File: config.mk
export PLATFORM = sky130hd
export DESIGN_NAME = bpc_cfg
export DESIGN_NICKNAME = d
export VERILOG_FILES = /design/src/bpc_pkg.sv /design/src/bpc_cfg.sv
export SDC_FILE = /design/constraint.sdc
export NUM_CORES = 1
export LEC_CHECK = 0
export BUFFER_PORTS_ARGS = -buffer_cell sky130_fd_sc_hd__clkbuf_2
export CELL_PAD_IN_SITES_DETAIL_PLACEMENT = 0
export CELL_PAD_IN_SITES_GLOBAL_PLACEMENT = 1
export CORE_MARGIN = 2
export CORE_UTILIZATION = 37
export CTS_CLUSTER_DIAMETER = 100
export DETAILED_ROUTE_END_ITERATION = 16
export PLACE_DENSITY_LB_ADDON = 0.1
export SYNTH_ARGS = -nofsm -noshare
export SYNTH_HDL_FRONTEND = slang
export SYNTH_SLANG_ARGS = --single-unit
File: constraint.sdc
create_clock -name clk -period 3.6 [get_ports clk]
set_input_delay 1.08 -clock clk [delete_from_list [all_inputs] [get_ports clk]]
set_output_delay 1.08 -clock clk [all_outputs]
set_load 0.02 [all_outputs]
File: src/bpc_pkg.sv
package bpc_pkg;

  function automatic int imax(input int x, input int y);
    return (x > y) ? x : y;
  endfunction

  localparam int FRAC_BITS = 40;
  localparam int TSC_BITS  = 19;
  localparam int TS_SH     = FRAC_BITS - TSC_BITS;

  localparam longint unsigned PRESS_SCALE = 64'd253952;
  localparam longint unsigned RECIP =
    ((64'd1 << FRAC_BITS) + PRESS_SCALE / 64'd2) / PRESS_SCALE;
  localparam int RECIP_W = $clog2(RECIP + 64'd1);

  localparam int IN_W  = 24;
  localparam int CO_W  = 16;
  localparam int CL_W  = 20;
  localparam int TO_W  = 23;
  localparam int OUT_P_W = 32;

  // pressure datapath widths
  localparam int PS_W   = IN_W + RECIP_W;
  localparam int TS_W   = IN_W + TS_SH;
  localparam int K16P_W = CO_W + PS_W;
  localparam int AV_W   = imax(K16P_W, CO_W + FRAC_BITS) + 1;
  localparam int CR_W   = AV_W;
  localparam int RA_W   = AV_W + PS_W - FRAC_BITS;
  localparam int BV_W   = imax(RA_W, CL_W + FRAC_BITS) + 1;
  localparam int TP_W   = TS_W + PS_W - FRAC_BITS;
  localparam int RB_W   = BV_W + PS_W - FRAC_BITS;
  localparam int RTC_W  = CR_W + TP_W - FRAC_BITS;
  localparam int M01_W  = CO_W + TS_W;
  localparam int S1_W   = imax(imax(RTC_W, M01_W), CL_W + FRAC_BITS) + 2;
  localparam int PV_W   = imax(RB_W, S1_W) + 1;
  localparam int Q_W    = PV_W - FRAC_BITS;

  // wide multiplier geometry
  localparam int MA_W   = imax(imax(BV_W, CR_W), imax(AV_W, TS_W));
  localparam int MB_W   = imax(PS_W, TP_W);
  localparam int MP_W   = MA_W + MB_W;
  localparam int MR_W   = MP_W - FRAC_BITS;
  localparam int NA     = 3;
  localparam int NB     = 2;
  localparam int CA_W   = (MA_W + NA - 1) / NA;
  localparam int CB_W   = (MB_W + NB - 1) / NB;
  localparam int PP_W   = CA_W + CB_W + 2;
  localparam int RW_W   = CA_W + NB * CB_W + 2;
  localparam int WM_LAT = 4;

  // temperature path
  localparam int TM_W     = 12 + IN_W;
  localparam int T_NUM_W  = 44;
  localparam int TEMP_MUL = 100;
  localparam int TOFF_MUL = 50;

  localparam int NSTG = 15;

  localparam logic signed [OUT_P_W-1:0] P_MAX = 32'sh7FFF_FFFF;
  localparam logic signed [OUT_P_W-1:0] P_MIN = 32'sh8000_0000;

  // configuration port
  localparam int CFG_AW = 5;
  localparam int CFG_DW = 32;
  localparam logic [2:0] REG_TEMP_COEF    = 3'd0;
  localparam logic [2:0] REG_PRESS_OFFSET = 3'd1;
  localparam logic [2:0] REG_PRESS_LIN    = 3'd2;
  localparam logic [2:0] REG_TEMP_CROSS   = 3'd3;
  localparam logic [2:0] REG_CROSS_LIN    = 3'd4;
  localparam logic [2:0] REG_PRESS_SQ     = 3'd5;
  localparam logic [2:0] REG_CROSS_SQ     = 3'd6;
  localparam logic [2:0] REG_PRESS_CUBE   = 3'd7;

  typedef struct packed {
    logic [23:0]     temp_coef_word;
    logic [CL_W-1:0] press_offset;
    logic [CL_W-1:0] press_lin;
    logic [CO_W-1:0] temp_cross;
    logic [CO_W-1:0] cross_lin;
    logic [CO_W-1:0] press_sq;
    logic [CO_W-1:0] cross_sq;
    logic [CO_W-1:0] press_cube;
  } bpc_coef_t;

endpackage

File: src/bpc_cfg.sv
module bpc_cfg import bpc_pkg::*; (
  input  logic              clk,
  input  logic              rst_n,
  input  logic              cfg_psel,
  input  logic              cfg_penable,
  input  logic              cfg_pwrite,
  input  logic [CFG_AW-1:0] cfg_paddr,
  input  logic [CFG_DW-1:0] cfg_pwdata,
  output logic [CFG_DW-1:0] cfg_prdata,
  output logic              cfg_pready,
  output bpc_coef_t         coef
);

  bpc_coef_t  coef_r, coef_nxt;
  logic       wr_en;
  logic [2:0] idx;

  assign idx   = cfg_paddr[CFG_AW-1:2];
  assign wr_en = cfg_psel & cfg_penable & cfg_pwrite;

  always_comb begin
    coef_nxt = coef_r;
    if (wr_en) begin
      case (idx)
        REG_TEMP_COEF:    coef_nxt.temp_coef_word = cfg_pwdata[23:0];
        REG_PRESS_OFFSET: coef_nxt.press_offset   = cfg_pwdata[CL_W-1:0];
        REG_PRESS_LIN:    coef_nxt.press_lin      = cfg_pwdata[CL_W-1:0];
        REG_TEMP_CROSS:   coef_nxt.temp_cross     = cfg_pwdata[CO_W-1:0];
        REG_CROSS_LIN:    coef_nxt.cross_lin      = cfg_pwdata[CO_W-1:0];
        REG_PRESS_SQ:     coef_nxt.press_sq       = cfg_pwdata[CO_W-1:0];
        REG_CROSS_SQ:     coef_nxt.cross_sq       = cfg_pwdata[CO_W-1:0];
        REG_PRESS_CUBE:   coef_nxt.press_cube     = cfg_pwdata[CO_W-1:0];
        default: coef_nxt = coef_r;
      endcase
    end
  end

  always_ff @(posedge clk) begin
    if (!rst_n) begin
      coef_r <= '0;
    end else begin
      coef_r <= coef_nxt;
    end
  end

  always_comb begin
    case (idx)
      REG_TEMP_COEF:    cfg_prdata = CFG_DW'(coef_r.temp_coef_word);
      REG_PRESS_OFFSET: cfg_prdata = CFG_DW'(coef_r.press_offset);
      REG_PRESS_LIN:    cfg_prdata = CFG_DW'(coef_r.press_lin);
      REG_TEMP_CROSS:   cfg_prdata = CFG_DW'(coef_r.temp_cross);
      REG_CROSS_LIN:    cfg_prdata = CFG_DW'(coef_r.cross_lin);
      REG_PRESS_SQ:     cfg_prdata = CFG_DW'(coef_r.press_sq);
      REG_CROSS_SQ:     cfg_prdata = CFG_DW'(coef_r.cross_sq);
      REG_PRESS_CUBE:   cfg_prdata = CFG_DW'(coef_r.press_cube);
      default:          cfg_prdata = '0;
    endcase
  end

  assign cfg_pready = 1'b1;
  assign coef       = coef_r;

endmodule

# == Word level (Yosys, flattened, before mapping) ==
# Cells that the tools add are included.
# word_totals
ff_bits,144
output_inout_bits,177
input_bits,42
word_cells,27
# classes
n_reduce_logical,9
n_mux,1
eq_ne,7
bitwise_logic,2
# op_table
op,count
one-hot mux 32 bit (8 select lines),1
AND reduction 2 bit,8
"equality test 3 bit, second input constant",4
"equality test 3 x 2 -> 1 bit, second input constant",2
"equality test 3 x 1 -> 1 bit, second input constant",1
logical NOT 3 bit,1
bitwise AND 1 bit,2

# == Longest topological paths before layout ==
# depth
depth_word,3
ltp_mapped,8
mapped_depth_nobuf,4

# == Worst setup path before layout ==
# OpenSTA, ideal clock, no wires.
# synth_path
kind,in2out
from,in cfg_paddr[3]
to,out cfg_prdata[0]
path_buffers,2
setup_slack_ps,207
arrival_ps,2313
required_time_ps,2520
cell_stages,6
cell_sequence,buf_2 > buf_2 > mux2_2 > a22o_1 > a221oi_1 > nor2_1
# synth_via
elab_chain_len,2
elab_cells_between_ends,9
classes_between,eq/ne: 7; mux: 1; reduce/logical: 1
# synth_rtl
item,line,source
start: declaration,bpc_cfg.sv:7,"input logic [CFG_AW-1:0] cfg_paddr,"
"equality test 3 bit, or another cell as far along",bpc_cfg.sv:47,case (idx)
one-hot mux 32 bit (8 select lines) *,bpc_cfg.sv:47,
end: declaration,bpc_cfg.sv:9,"output logic [CFG_DW-1:0] cfg_prdata,"
# Mark *: on every way between the ends. The rest lies on a longest branch, timed or not. The select of a mux whose other input is x is not followed.

# == Worst setup path in the final report ==
# Ends and elaborated chain as after synthesis.

==> summary.md <==
| Metric | Value |
|---|---|
| Post-Route Setup TNS | `0 ps` |
| Largest area contributor in the netlist | `dfxtp_1` |
| Compound-Gate Fraction of Synth Area | `25.6%` |
| Skew-Pair Late Insertion Delay | `approximately 420 ps` |
| Clock transition at the registers of the reported paths | `approximately 60 ps` |
| Via count | `6353` |
| CTS tree | `built` |
| Root Buffer | `clkbuf_16` |
| Worst slew margin | `~34%` |
| Routed Antenna Nets | `0` |
| Mux cell area share after synthesis | `roughly 5.8%` |
| Hpwl dp | `16700 um` |
| Main combinational cell family by area after synthesis | `compound AO/OA/AOI/OAI gates` |
| Worst slew pin tran | `995 ps` |
| Layout area overhead | `26.7%` |
| Drt wl/cell | `18.4 um` |
| Synth area leaders | `dfxtp_1 42%, nand2_1 13%, a21boi_0 13%` |
| Async set or reset register ratio after synthesis | `0%` |
| Max cap viols | `0` |
| Multi-input logic area | `about 3500 sq um` |
| Via density per instance | `slightly above 5` |
| Final worst setup slack | `27.9 ps` |
| Sink Count | `about 140` |
| Most frequent cell after synthesis | `nand2_1` |
| Fin Clk Skew | `0 ps` |
| DR iter-0 viols | `approximately 260` |
| Peak VDD IR | `about 0.38 mV` |
| GR Overflow Total | `0` |
| Starting Density | `38.0%` |
| Row count | `a little under 50` |
| Clock Path Buffers | `2` |
| Post-synthesis sequential area ratio | `between 40% and 50%` |
| IO Port Bufs | `~200` |
| Total wire length | `23300 um` |
| Initial antenna violation count | `0` |
| Register area | `around 2900 sq um` |
| I/O pins | `219` |
| Top cell type's share of synthesized area | `between 40% and 50%` |
| CTS buffer count | `17` |
| CP max FO | `12` |
| Tot GR Track Use | `between 20% and 30%` |
| CP endpoint kind | `primary output` |
| EDFF count, synth | `0` |
| Largest net degree at the start of global routing | `67` |
| CP required | `about 2500 ps` |
| Mean post-synth cell area | `8.10 sq um` |
| Synth cell types | `37` |
| Vias in the first global route | `between 5000 and 6000` |
| R2r setup slk | `2780 ps` |
| Synth warnings | `0` |
| Crit path cell chain | `buf_8 > buf_8 > buf_4 > mux2i_1 > a221oi_1 > a221oi_1 > nor2_1 > clkbuf_2` |
| Post-synthesis xor/xnor area fraction | `0%` |
| Drt pass-1 iters | `4` |
| Total die area | `19700 sq um` |
| Die Ht | `140 um` |
| Area post-placement | `approximately 8000 sq um` |
| Final Power | `between 3 and 4 mW` |
| DRC viols | `0` |
| Pins Over Slew Limit | `0` |
| Core outline area | `~18000 sq um` |
| Crit Path Class | `in -> out` |
| RSZ-0062 raised after global routing | `yes` |
| P_leak | `3.53 nW` |
| Die span in x | `roughly 140 um` |
| Most instantiated cells after synthesis | `242 x nand2_1, 144 x dfxtp_1, 116 x a21boi_0` |
| H-tree level count | `4` |
| First-pass GRT wire length | `between 30000 and 40000 um` |
| Placer congestion estimate | `between 0.8 and 0.9` |
| Hold crit path type | `reg -> reg` |
| Max FFs per register | `144` |
| Final setup viols | `0` |
| Crit-path max cell delay | `320 ps` |
| Crit share post-route | `between 90% and 100%` |
| ANT cells | `0` |
| Critical path's slowest cell | `mux2i_1` |
| Simple-gate share of the synthesized area | `18.3%` |
| Startpoint types | `input pin` |
| Net count, final | `1063` |
| Pre-CTS setup slack | `-197 ps` |
| # fillers | `between 1500 and 2000` |
| Design area | `~8700 sq um` |
| Layout cells sized above 1 | `29.9%` |
| Main synth FF type | `dfxtp_1` |
| Register bit total from synthesis | `around 140` |
| Min Tclk post-route | `about 3600 ps` |
| CP arrival | `between 2000 and 2500 ps` |
| Power density cells | `roughly 430 nW/um^2` |
| F_max | `0.280 GHz` |
| Syn Inst Count | `849` |
| Status | `finished clean` |
| Cell Area, Synth | `between 6000 and 7000 sq um` |
| Synthesized-area fraction occupied by adder cells | `0%` |
| Hold Fails Final Rpt | `0` |
[power breakdown]
| group | switching, mW | leakage (nW) | internal [mW] | total (mW) |
|---|---|---|---|---|
| sequential | 0.0101 | 1.16 | 1.61 | 1.62 |
| clock | 0.711 | 0.285 | 1.08 | 1.80 |
| combinational | 0.200 | 2.08 | 0.110 | 0.310 |
[what timing repair did]
action | 4_1_cts | 5_1_grt
gates resized for setup | 8 | 14
endpoints found under the setup margin | 12 | 14
hold buffers | 0 | 0
pin swaps | 0 | 1
buffers inserted | 0 | 1
gates cloned | 0 | 1
[routing by layer]
metal	vias to the layer above	share of wire, %	global-route usage (%)	wire length, um
met2	179	43	34.0	10000
met3	17	5.3	4.21	1230
met1	2972	51	34.9	11800
met4	0	0.99	6.59	231
li1	3185	-	-	-
met5	-	0	0	0
[cells in the final DEF, fill, tap and decap left out, types with 2 or more instances in the layout]
cell / Yosys / final
a22o_1: 12 / 12
clkbuf_16: 0 / 17
bufinv_16: 0 / 3
conb_1: 2 / 9
buf_4: 29 / 35
nand2_1: 242 / 242
a21boi_1: 28 / 28
inv_1: 14 / 14
buf_6: 3 / 2
nor2_1: 39 / 38
or3_1: 3 / 2
and2_1: 4 / 4
dfxtp_1: 144 / 144
a221oi_1: 24 / 16
o22a_1: 3 / 3
a221oi_2: 0 / 8
a21oi_1: 6 / 6
a211oi_1: 3 / 3
mux2i_1: 25 / 24
clkbuf_2: 0 / 197
mux2_2: 13 / 13
buf_12: 0 / 2
o21ai_0: 48 / 48
nand2b_1: 5 / 5
clkinvlp_4: 0 / 4
or2_2: 3 / 3
a21boi_0: 116 / 116
o22ai_1: 3 / 3
inv_6: 0 / 2
clkinv_2: 0 / 6
nor2_2: 5 / 5
buf_8: 0 / 3
[worst max-delay path: cells and delay by family]
family,cells,cell delay [ps]
buffers and inverters,4,600
AOI/OAI and AO/OA,2,410
muxes,1,320
and+or+nand+nor,1,70
[layout make-up]
type,instances,area share (%)
Clock buffer,17,4.88
Inverter,14,0.603
Multi-Input combinational cell,604,40.5
Timing Repair Buffer,240,15.7
Tap cell,229,3.29
Sequential cell,144,33.1
Clock inverter,15,1.92
[metrics by stage]
stage	util [%]	std cells	hold slack [ps]
after floorplan	-	856	539
after global placement	44.2	1229	458
after detailed placement	44.2	1229	463
after CTS	47.7	1261	471
after global routing	48.2	1263	488
final	48.2	1263	467
[final timing paths]
check             depth (start not counted)       endpoint         start
setup / recovery                          8  cfg_prdata[0]  cfg_paddr[3]
hold / removal                            2      coef[141]     coef[141]
hold reg to reg                           2      coef[141]     coef[141]
setup reg to reg                          2       coef[40]      coef[40]
[logic make-up (layout without fill, tap and decap cells)]
| logic type | count (synthesis) | count (layout) |
|---|---|---|
| other cells | 2 | 9 |
| flops | 144 | 144 |
| compound gates | 246 | 246 |
| simple gates | 311 | 311 |
| buf+inv | 108 | 286 |
| mux | 38 | 38 |
Note: power is estimated with default switching activity, not from simulation.
