==> src/bpc_pkg.sv <==
package bpc_pkg;

  function automatic int imax(input int x, input int y);
    return (x > y) ? x : y;
  endfunction

  localparam int FRAC_BITS = 40;
  localparam int TSC_BITS  = 19;
  localparam int TS_SH     = FRAC_BITS - TSC_BITS;

  localparam longint unsigned PRESS_SCALE = 64'd253952;
  localparam longint unsigned RECIP =
    ((64'd1 << FRAC_BITS) + PRESS_SCALE / 64'd2) / PRESS_SCALE;
  localparam int RECIP_W = $clog2(RECIP + 64'd1);

  localparam int IN_W  = 24;
  localparam int CO_W  = 16;
  localparam int CL_W  = 20;
  localparam int TO_W  = 23;
  localparam int OUT_P_W = 32;

  // pressure datapath widths
  localparam int PS_W   = IN_W + RECIP_W;
  localparam int TS_W   = IN_W + TS_SH;
  localparam int K16P_W = CO_W + PS_W;
  localparam int AV_W   = imax(K16P_W, CO_W + FRAC_BITS) + 1;
  localparam int CR_W   = AV_W;
  localparam int RA_W   = AV_W + PS_W - FRAC_BITS;
  localparam int BV_W   = imax(RA_W, CL_W + FRAC_BITS) + 1;
  localparam int TP_W   = TS_W + PS_W - FRAC_BITS;
  localparam int RB_W   = BV_W + PS_W - FRAC_BITS;
  localparam int RTC_W  = CR_W + TP_W - FRAC_BITS;
  localparam int M01_W  = CO_W + TS_W;
  localparam int S1_W   = imax(imax(RTC_W, M01_W), CL_W + FRAC_BITS) + 2;
  localparam int PV_W   = imax(RB_W, S1_W) + 1;
  localparam int Q_W    = PV_W - FRAC_BITS;

  // wide multiplier geometry
  localparam int MA_W   = imax(imax(BV_W, CR_W), imax(AV_W, TS_W));
  localparam int MB_W   = imax(PS_W, TP_W);
  localparam int MP_W   = MA_W + MB_W;
  localparam int MR_W   = MP_W - FRAC_BITS;
  localparam int NA     = 3;
  localparam int NB     = 2;
  localparam int CA_W   = (MA_W + NA - 1) / NA;
  localparam int CB_W   = (MB_W + NB - 1) / NB;
  localparam int PP_W   = CA_W + CB_W + 2;
  localparam int RW_W   = CA_W + NB * CB_W + 2;
  localparam int WM_LAT = 4;

  // temperature path
  localparam int TM_W     = 12 + IN_W;
  localparam int T_NUM_W  = 44;
  localparam int TEMP_MUL = 100;
  localparam int TOFF_MUL = 50;

  localparam int NSTG = 15;

  localparam logic signed [OUT_P_W-1:0] P_MAX = 32'sh7FFF_FFFF;
  localparam logic signed [OUT_P_W-1:0] P_MIN = 32'sh8000_0000;

  // configuration port
  localparam int CFG_AW = 5;
  localparam int CFG_DW = 32;
  localparam logic [2:0] REG_TEMP_COEF    = 3'd0;
  localparam logic [2:0] REG_PRESS_OFFSET = 3'd1;
  localparam logic [2:0] REG_PRESS_LIN    = 3'd2;
  localparam logic [2:0] REG_TEMP_CROSS   = 3'd3;
  localparam logic [2:0] REG_CROSS_LIN    = 3'd4;
  localparam logic [2:0] REG_PRESS_SQ     = 3'd5;
  localparam logic [2:0] REG_CROSS_SQ     = 3'd6;
  localparam logic [2:0] REG_PRESS_CUBE   = 3'd7;

  typedef struct packed {
    logic [23:0]     temp_coef_word;
    logic [CL_W-1:0] press_offset;
    logic [CL_W-1:0] press_lin;
    logic [CO_W-1:0] temp_cross;
    logic [CO_W-1:0] cross_lin;
    logic [CO_W-1:0] press_sq;
    logic [CO_W-1:0] cross_sq;
    logic [CO_W-1:0] press_cube;
  } bpc_coef_t;

endpackage

==> src/bpc_pctl.sv <==
module bpc_pctl import bpc_pkg::*; (
  input  logic            clk,
  input  logic            rst_n,
  input  logic            in_valid,
  input  logic            out_ready,
  output logic            in_ready,
  output logic            out_valid,
  output logic [NSTG-1:0] en
);

  logic [NSTG-1:0] v_r, v_nxt;

  // a stage may load when any stage from it onwards is empty or the item leaves
  always_comb begin
    for (int k = 0; k < NSTG; k++) begin
      en[k] = out_ready | ~(&(v_r | ((NSTG'(1) << k) - NSTG'(1))));
    end
  end

  always_comb begin
    v_nxt[0] = en[0] ? in_valid : v_r[0];
    for (int k = 1; k < NSTG; k++) begin
      v_nxt[k] = en[k] ? v_r[k-1] : v_r[k];
    end
  end

  always_ff @(posedge clk) begin
    if (!rst_n) begin
      v_r <= '0;
    end else begin
      v_r <= v_nxt;
    end
  end

  assign in_ready  = en[0];
  assign out_valid = v_r[NSTG-1];

endmodule

==> config.mk <==
export PLATFORM = sky130hd
export DESIGN_NAME = bpc_pctl
export DESIGN_NICKNAME = d
export VERILOG_FILES = /design/src/bpc_pkg.sv /design/src/bpc_pctl.sv
export SDC_FILE = /design/constraint.sdc
export NUM_CORES = 1
export LEC_CHECK = 0
export ABC_AREA = 1
export BUFFER_PORTS_ARGS = -buffer_cell sky130_fd_sc_hd__buf_2
export CAP_MARGIN = 15
export CORE_MARGIN = 2
export CORE_UTILIZATION = 52
export CTS_BUF_LIST = sky130_fd_sc_hd__clkbuf_8
export DETAILED_ROUTE_END_ITERATION = 8
export PLACE_DENSITY = 0.88
export RECOVER_POWER = 50
export SETUP_SLACK_MARGIN = 0.4
export SLEW_MARGIN = 20
export SYNTH_ARGS = -nofsm -noshare
export SYNTH_HDL_FRONTEND = slang
export SYNTH_SLANG_ARGS = --single-unit
==> constraint.sdc <==
create_clock -name clk -period 1.7 [get_ports clk]
set_clock_uncertainty 0.05 [all_clocks]
set_input_delay 0.34 -clock clk [delete_from_list [all_inputs] [get_ports clk]]
set_output_delay 0.34 -clock clk [all_outputs]
set_load 0.02 [all_outputs]
; ---- After elaboration in Yosys (flattened, before gate mapping)
; Index checks and enable logic that the tools add are counted.
[classes]
n_bitwise = 30
n_reduce_logical = 14
[op_table]
columns = op, count
row1 = $not 1->1, 15
row2 = $or 1x1->1, 15
row3 = $reduce_and 15->1, 1
row4 = $reduce_and 14->1, 1
row5 = $reduce_and 13->1, 1
row6 = $reduce_and 12->1, 1
row7 = $reduce_and 11->1, 1
row8 = $reduce_and 10->1, 1
row9 = $reduce_and 9->1, 1
row10 = $reduce_and 8->1, 1
row11 = $reduce_and 7->1, 1
row12 = $reduce_and 6->1, 1
row13 = $reduce_and 5->1, 1
row14 = $reduce_and 4->1, 1
row15 = $reduce_and 3->1, 1
row16 = $reduce_and 2->1, 1
[word_totals]
word_cells = 59
reg_bits = 15
out_inout_bits = 17

; ---- Longest topological paths before layout
; Gate-level depths: netlist of run 1.
[logic_depth]
depth_word = 3
mapped_depth = 6
mapped_depth_nobuf = 6

; ---- Least setup slack after synthesis of run 1
; Ideal clock, no wire load.
[synth_path]
path_type = register to output
from = register v_r[14]
to = output en[0]
path_slack_ns = -0.149
t_required_ns = 1.310
arrival_time_ns = 1.459
path_buffers = 1
stages_incl_launch_ff = 7
cell_sequence = dfxtp_1 nand2_2 nor2_4 nand2_4 nor2_8 nand3_1 buf_4
[synth_via]
elab_chain_len = 3
[synth_rtl]
columns = element, line_no
row1 = from (decl), bpc_pctl.sv:11  ; logic [NSTG-1:0] v_r, v_nxt;
row2 = from (signal assigned), bpc_pctl.sv:31  ; v_r <= v_nxt;
row3 = $reduce_and 15->1, bpc_pctl.sv:16  ; en[k] = out_ready | ~(&(v_r | ((NSTG'(1) << k) - NSTG'(1))));
row4 = $not 1->1, bpc_pctl.sv:16
row5 = $or 1x1->1, bpc_pctl.sv:16
row6 = to (decl), bpc_pctl.sv:8  ; output logic [NSTG-1:0] en
; Every way passes these cells.

; ---- Worst setup path in the final report of run 1
[layout_path]
from = register v_r[8]
to = output in_ready
[layout_via]
elab_chain_len = 3
[layout_rtl]
columns = element, line_no
row1 = $reduce_and 15->1, bpc_pctl.sv:16
row2 = $not 1->1, bpc_pctl.sv:16
row3 = $or 1x1->1, bpc_pctl.sv:16
row4 = to (decl), bpc_pctl.sv:6  ; output logic in_ready,
; Every way passes these cells.

==> results of run 1 <==
[logic make-up after synthesis]
| logic type | count (synthesis) |
|---|---|
| AO/OA/AOI/OAI | 12 |
| buffers and inverters | 23 |
| flip-flops | 15 |
| AND/OR/NAND/NOR | 51 |
[cells in the final DEF, fill, tap and decap left out]
cell type  synthesis  routed
dfxtp_4            0       3
buf_4              1       9
nand3_2            0       1
a21oi_1            9       9
nor2_1            16      12
nand2_4            2       4
inv_2              0       3
nand2_1           19      16
nor2_2             1       3
nand2_2            2       3
clkinv_2           0       1
clkbuf_8           0       3
nand4_1            4       4
nand3_4            0       2
buf_6              0      14
a21oi_2            3       3
dfxtp_2            0       8
dfxtp_1           15       4
nor2_8             1       1
inv_1             21      18
buf_2              0       7
nand3_1            4       1
nor2_4             2       4
[critical path, delay by kind of cell, from the launching register on]
family / cells / cell delay (ps)
flops: 1 / 350
simple gates: 3 / 540
buf+inv: 1 / 140
[timing repair]
action                     4_1_cts  5_1_grt
gates resized for setup         39       16
setup endpoints to repair       15       15
gates cloned                     0        0
pin swaps                        8        4
hold endpoints to repair         0        0
setup buffers                    5        4
[stage by stage]
stage	hold slack [ps]	instance area (um2)	utilization (%)	power [mW]	setup TNS, ps
floorplan	380	747	-	0.375	0
global placement	390	858	66.0	0.381	0
detailed placement	398	858	66.0	0.381	0
CTS	295	1050	81.0	0.654	0
global route	306	1120	86.4	0.676	-50.0
finish	287	1120	86.4	0.657	0
[power by group through the flow]
stage	Clock [mW]	Combinational (mW)	Sequential [mW]
2_1_floorplan	0	0.0112	0.363
3_3_place_gp	0	0.0168	0.364
3_5_place_dp	0	0.0171	0.364
4_1_cts	0.282	0.0171	0.354
5_1_grt	0.304	0.0196	0.353
6_report	0.287	0.0172	0.353
[cell type report]
| type | instances | area (um2) |
|---|---|---|
| Timing Repair Buffer | 30 | 260 |
| Clock inverter | 1 | 5.00 |
| Sequential cell | 15 | 322 |
| Multi-Input combinational cell | 63 | 399 |
| Clock buffer | 3 | 41.3 |
| Inverter | 21 | 78.8 |
| Tap cell | 15 | 18.8 |
| Fill cell | 72 | 176 |
[path summary, 6_finish.rpt]
| kind | depth (start not counted) | slack, ps | from | to |
|---|---|---|---|---|
| max | 4 | 20 | v_r[8] | in_ready |
| min | 3 | 290 | in_valid | v_r[0] |
| max reg2reg | 6 | 400 | v_r[8] | v_r[0] |
| min reg2reg | 2 | 410 | v_r[0] | v_r[1] |
[routing by layer]
metal  vias to the layer above  wire, um  GRT usage, %
met5                         -         0             0
met4                         0        17          8.87
met3                         4        65          4.89
met2                        19      1000          45.7
met1                       342       737          26.0
li1                        374         -             -
==> impl_metrics.toml, run 1 <==
[run_status]
outcome = "completed"

[sta]
layout_min_cycle_time_ps = 1680
hold_viol = 0
drv_slew = 0
worst_slew_pin_slew_ps = 493
period_share_pct = 98.6
rsz0062_at_grt = "true"
setup_viol = 0
timing.slew.headroom_pct = 67.1
max_clock_freq_ghz = 0.596
setup_ws_ps = 23.0

[floorplan]
num_rows = 13
start_util_pct = 55.5
core_area_um2 = 1300
dieHeight_um = 41.3
pin_count = 21
dieArea_um2 = 1700
die_w_um = 41.3

[critical_path]
slowest_stage = "dfxtp_2"
worstPathCellList = "nand4_1 -> nor2_8 -> nand3_4 -> buf_6"
critPathMaxStageDelay_ps = 350
worstSetupStartpointType = "register"
cp.arrival_ps = 1290
endpoint_kind = "primary output"
path_class = "reg -> out"
required_ps = 1310
critPathMaxFanout = 4

[pwr]
p_seq_share_pct = 53.7
p_per_area_nw_per_um2 = 584
leakage_nw = 0.514
ir_drop_mv = 0.606
power_frac_comb_pct = 2.6
swShare_pct = 21.2
intPower_uw = 518
power.net_switching_uw = 139
power.share.clock_pct = 43.7

[global_route]
grt_pass1_wl_um = 2670
grt_max_degree = 16
track_usage_pct = 24.2
grt_pass1_vias = 674
antenna_found_initial = 0
grt-ovfl-total = 0

[detailed_routing]
vias_per_cell = 4.99
antenna_left = 0
routedWlPerCell_um = 12.3
drtPass1Iterations = 4
via_count = 739
wl_um = 1820
drt_iter0_drc = 22
drc = 0

[placement]
portBuffers = 20
place.gp.congestion = 0.855
dpl.hpwl_um = 1260
placedCellCount = 135
place_worst_setup_slack_ps = 206

[logic_synthesis]
synth_top_family_by_area = "simple AND/OR/NAND/NOR gates"
synth-xor-area-share_pct = 0
synth_compound_area_share_pct = 9.88
synth.largest_area_cell = "dfxtp_1"
muxShareOfSynthArea_pct = 0
yosysSeqAreaShare_pct = 41.6
ys_top_cells_by_area = "dfxtp_1 42%, inv_1 11%, nand2_1 9.9%"
ys_ff_latch = 15
synth_simple_gate_area_share_pct = 36.0
netlist_instances = 101
synthFlopType = "dfxtp_1"
syn_avg_cell_area_um2 = 7.15
synth_edf_count = 0
yosysMostFrequentCell = "inv_1"
synth_warnings = 0
synthArstFlopShare_pct = 0
yosys.cell_types.count = 15
synth_fp_nets = 105
synth_top_area_share_pct = 41.6
syn-cell-area_um2 = 722
synthAdderAreaFrac_pct = 0
synth_top_cells_by_count = "21 x inv_1, 19 x nand2_1, 16 x nor2_1, 15 x dfxtp_1, 9 x a21oi_1"

[finish]
drive_gt1_share_pct = 51.9
diodes = 0
largest_reg_flops = 15
syn_to_final_growth_pct = 55.8
layout.nets = 138
fin_cells = 148
regMostFlops = "v_r"
largestRegisters = "v_r (15)"

[clock_tree]
clock-sinks = 15
hold_buffers = 0
clk_latency_ps = 250
cts-root-buf = "clkbuf_8"
cts_buffers = 3
clk_pin_slew_ps = 60
htreeDepth = 1
clockBufferDepth = 2
tritoncts = "yes"

[worst_hold_path]
hold_path.class = "in -> reg"

[flow_run]
max-cap-violations = 0
Note: power is estimated with default switching activity, not from simulation.
==> inputs of run 2 (changes only) <==
- BUFFER_PORTS_ARGS: -buffer_cell sky130_fd_sc_hd__buf_2 -> -buffer_cell sky130_fd_sc_hd__buf_4
==> impl_metrics.toml, run 2 (synthesized netlist as in run 1, its figures left out) <==
[run_status]
outcome = "finished with violations"
violations = "setup timing"

[finish]
regMostFlops = "v_r"
final_util_pct = 92.6
syn_to_final_growth_pct = 66.9
final_common_cell = "buf_4"
largest_reg_flops = 15
final_cell_mix = "21 x buf_4, 18 x inv_1, 14 x buf_6"
layout.nets = 145
diodes = 0
largestRegisters = "v_r (15)"
drive_gt1_share_pct = 57.1

[clock_tree]
clockBufferDepth = 2
cts-root-buf = "clkbuf_8"
htreeDepth = 1
hold_buffers = 0
cts_buffers = 3
clk_pin_slew_ps = 60
clock-sinks = 15
clk_latency_ps = 250
tritoncts = "yes"

[pwr]
ir_drop_mv = 0.643
p_per_area_nw_per_um2 = 548
leakage_nw = 0.552

[sta]
whs_ps = 292
timing.slew.headroom_pct = 62.6
hold_viol = 0
max_clock_freq_ghz = 0.578
drv_slew = 0
layout_min_cycle_time_ps = 1730
setup_viol = 5
setup_tns_ps = -71.5
worst_slew_pin_slew_ps = 560
setup_ws_ps = -31.5
period_share_pct = 102
rsz0062_at_grt = "true"

[detailed_routing]
drtPass1Iterations = 4
drt_iter0_drc = 38
wl_um = 2680
antenna_left = 0
vias_per_cell = 5.65
via_count = 876
routedWlPerCell_um = 17.3
drc = 0

[global_route]
grt_pass1_vias = 675
grt_max_degree = 16
antenna_found_initial = 0
grt_pass1_wl_um = 2970
grt-ovfl-total = 0
track_usage_pct = 28.1

[placement]
dpl.hpwl_um = 1160
portBuffers = 20
place.gp.congestion = 0.869

[critical_path]
worstPathCellList = "buf_4 -> nand2_2 -> nor2_4 -> nand4_1 -> buf_4"
path_class = "reg -> out"
cp_common_cell = "buf_4"
cp.arrival_ps = 1340
worstSetupStartpointType = "register"
critPathMaxFanout = 4
endpoint_kind = "primary output"
critPathMaxStageDelay_ps = 350
required_ps = 1310
slowest_stage = "dfxtp_2"

[floorplan]
start_util_pct = 55.5
num_rows = 13
dieHeight_um = 41.3
core_area_um2 = 1300
dieArea_um2 = 1700
die_w_um = 41.3
pin_count = 21

[worst_hold_path]
hold_path.class = "in -> reg"

[flow_run]
max-cap-violations = 0
run 2: final timing paths:
path / endpoint / cells after the start / slack [ps] / startpoint
worst max register to register: v_r[4] / 7 / 270 / v_r[10]
worst min-delay path: v_r[0] / 3 / 290 / in_valid
worst min register to register: v_r[7] / 2 / 420 / v_r[6]
worst max-delay path: en[4] / 5 / -30 / v_r[10]
run 2: metal layers:
layer  GRT usage, %  share of wire [%]  up-vias
li1               -                  -      389
met2           49.6                 50       62
met3           8.15                8.5       16
met5              0                  0        -
met1           31.6                 37      409
met4           10.5                4.5        0
run 2: where the power goes:
| part | internal [mW] | total, mW | switching [mW] |
|---|---|---|---|
| Combinational | 0.00747 | 0.0221 | 0.0146 |
| Clock | 0.160 | 0.283 | 0.123 |
| Sequential | 0.352 | 0.355 | 0.00328 |
run 2: layout make-up:
cell class | instances | area [um2]
multi-input combinational | 63 | 417
timing repair buffer | 37 | 327
sequential | 15 | 319
fill | 50 | 96.3
inverter | 21 | 78.8
clock buffer | 3 | 41.3
tap | 15 | 18.8
clock inverter | 1 | 3.75
run 2: critical path: cells and delay by family (launching register included):
kind	cells	cell delay (ps)
simple gates	3	410
flops	1	350
buf+inv	2	320
run 2: what timing repair did:
action / 4_1_cts / 5_1_grt
hold endpoints to repair: 0 / 0
buffers inserted: 9 / 7
endpoints found under the setup margin: 15 / 17
resized for setup: 32 / 15
pin swaps: 12 / 10
run 2: per-stage QoR:
stage,total power [mW],cells,cell area [um2],setup slack [ps]
final,0.660,155,1200,-31.5
after global routing,0.679,155,1200,-53.6
after CTS,0.656,148,1110,55.3
after detailed placement,0.383,135,908,199
after global placement,0.383,135,908,221
after floorplan,0.375,101,747,88.5
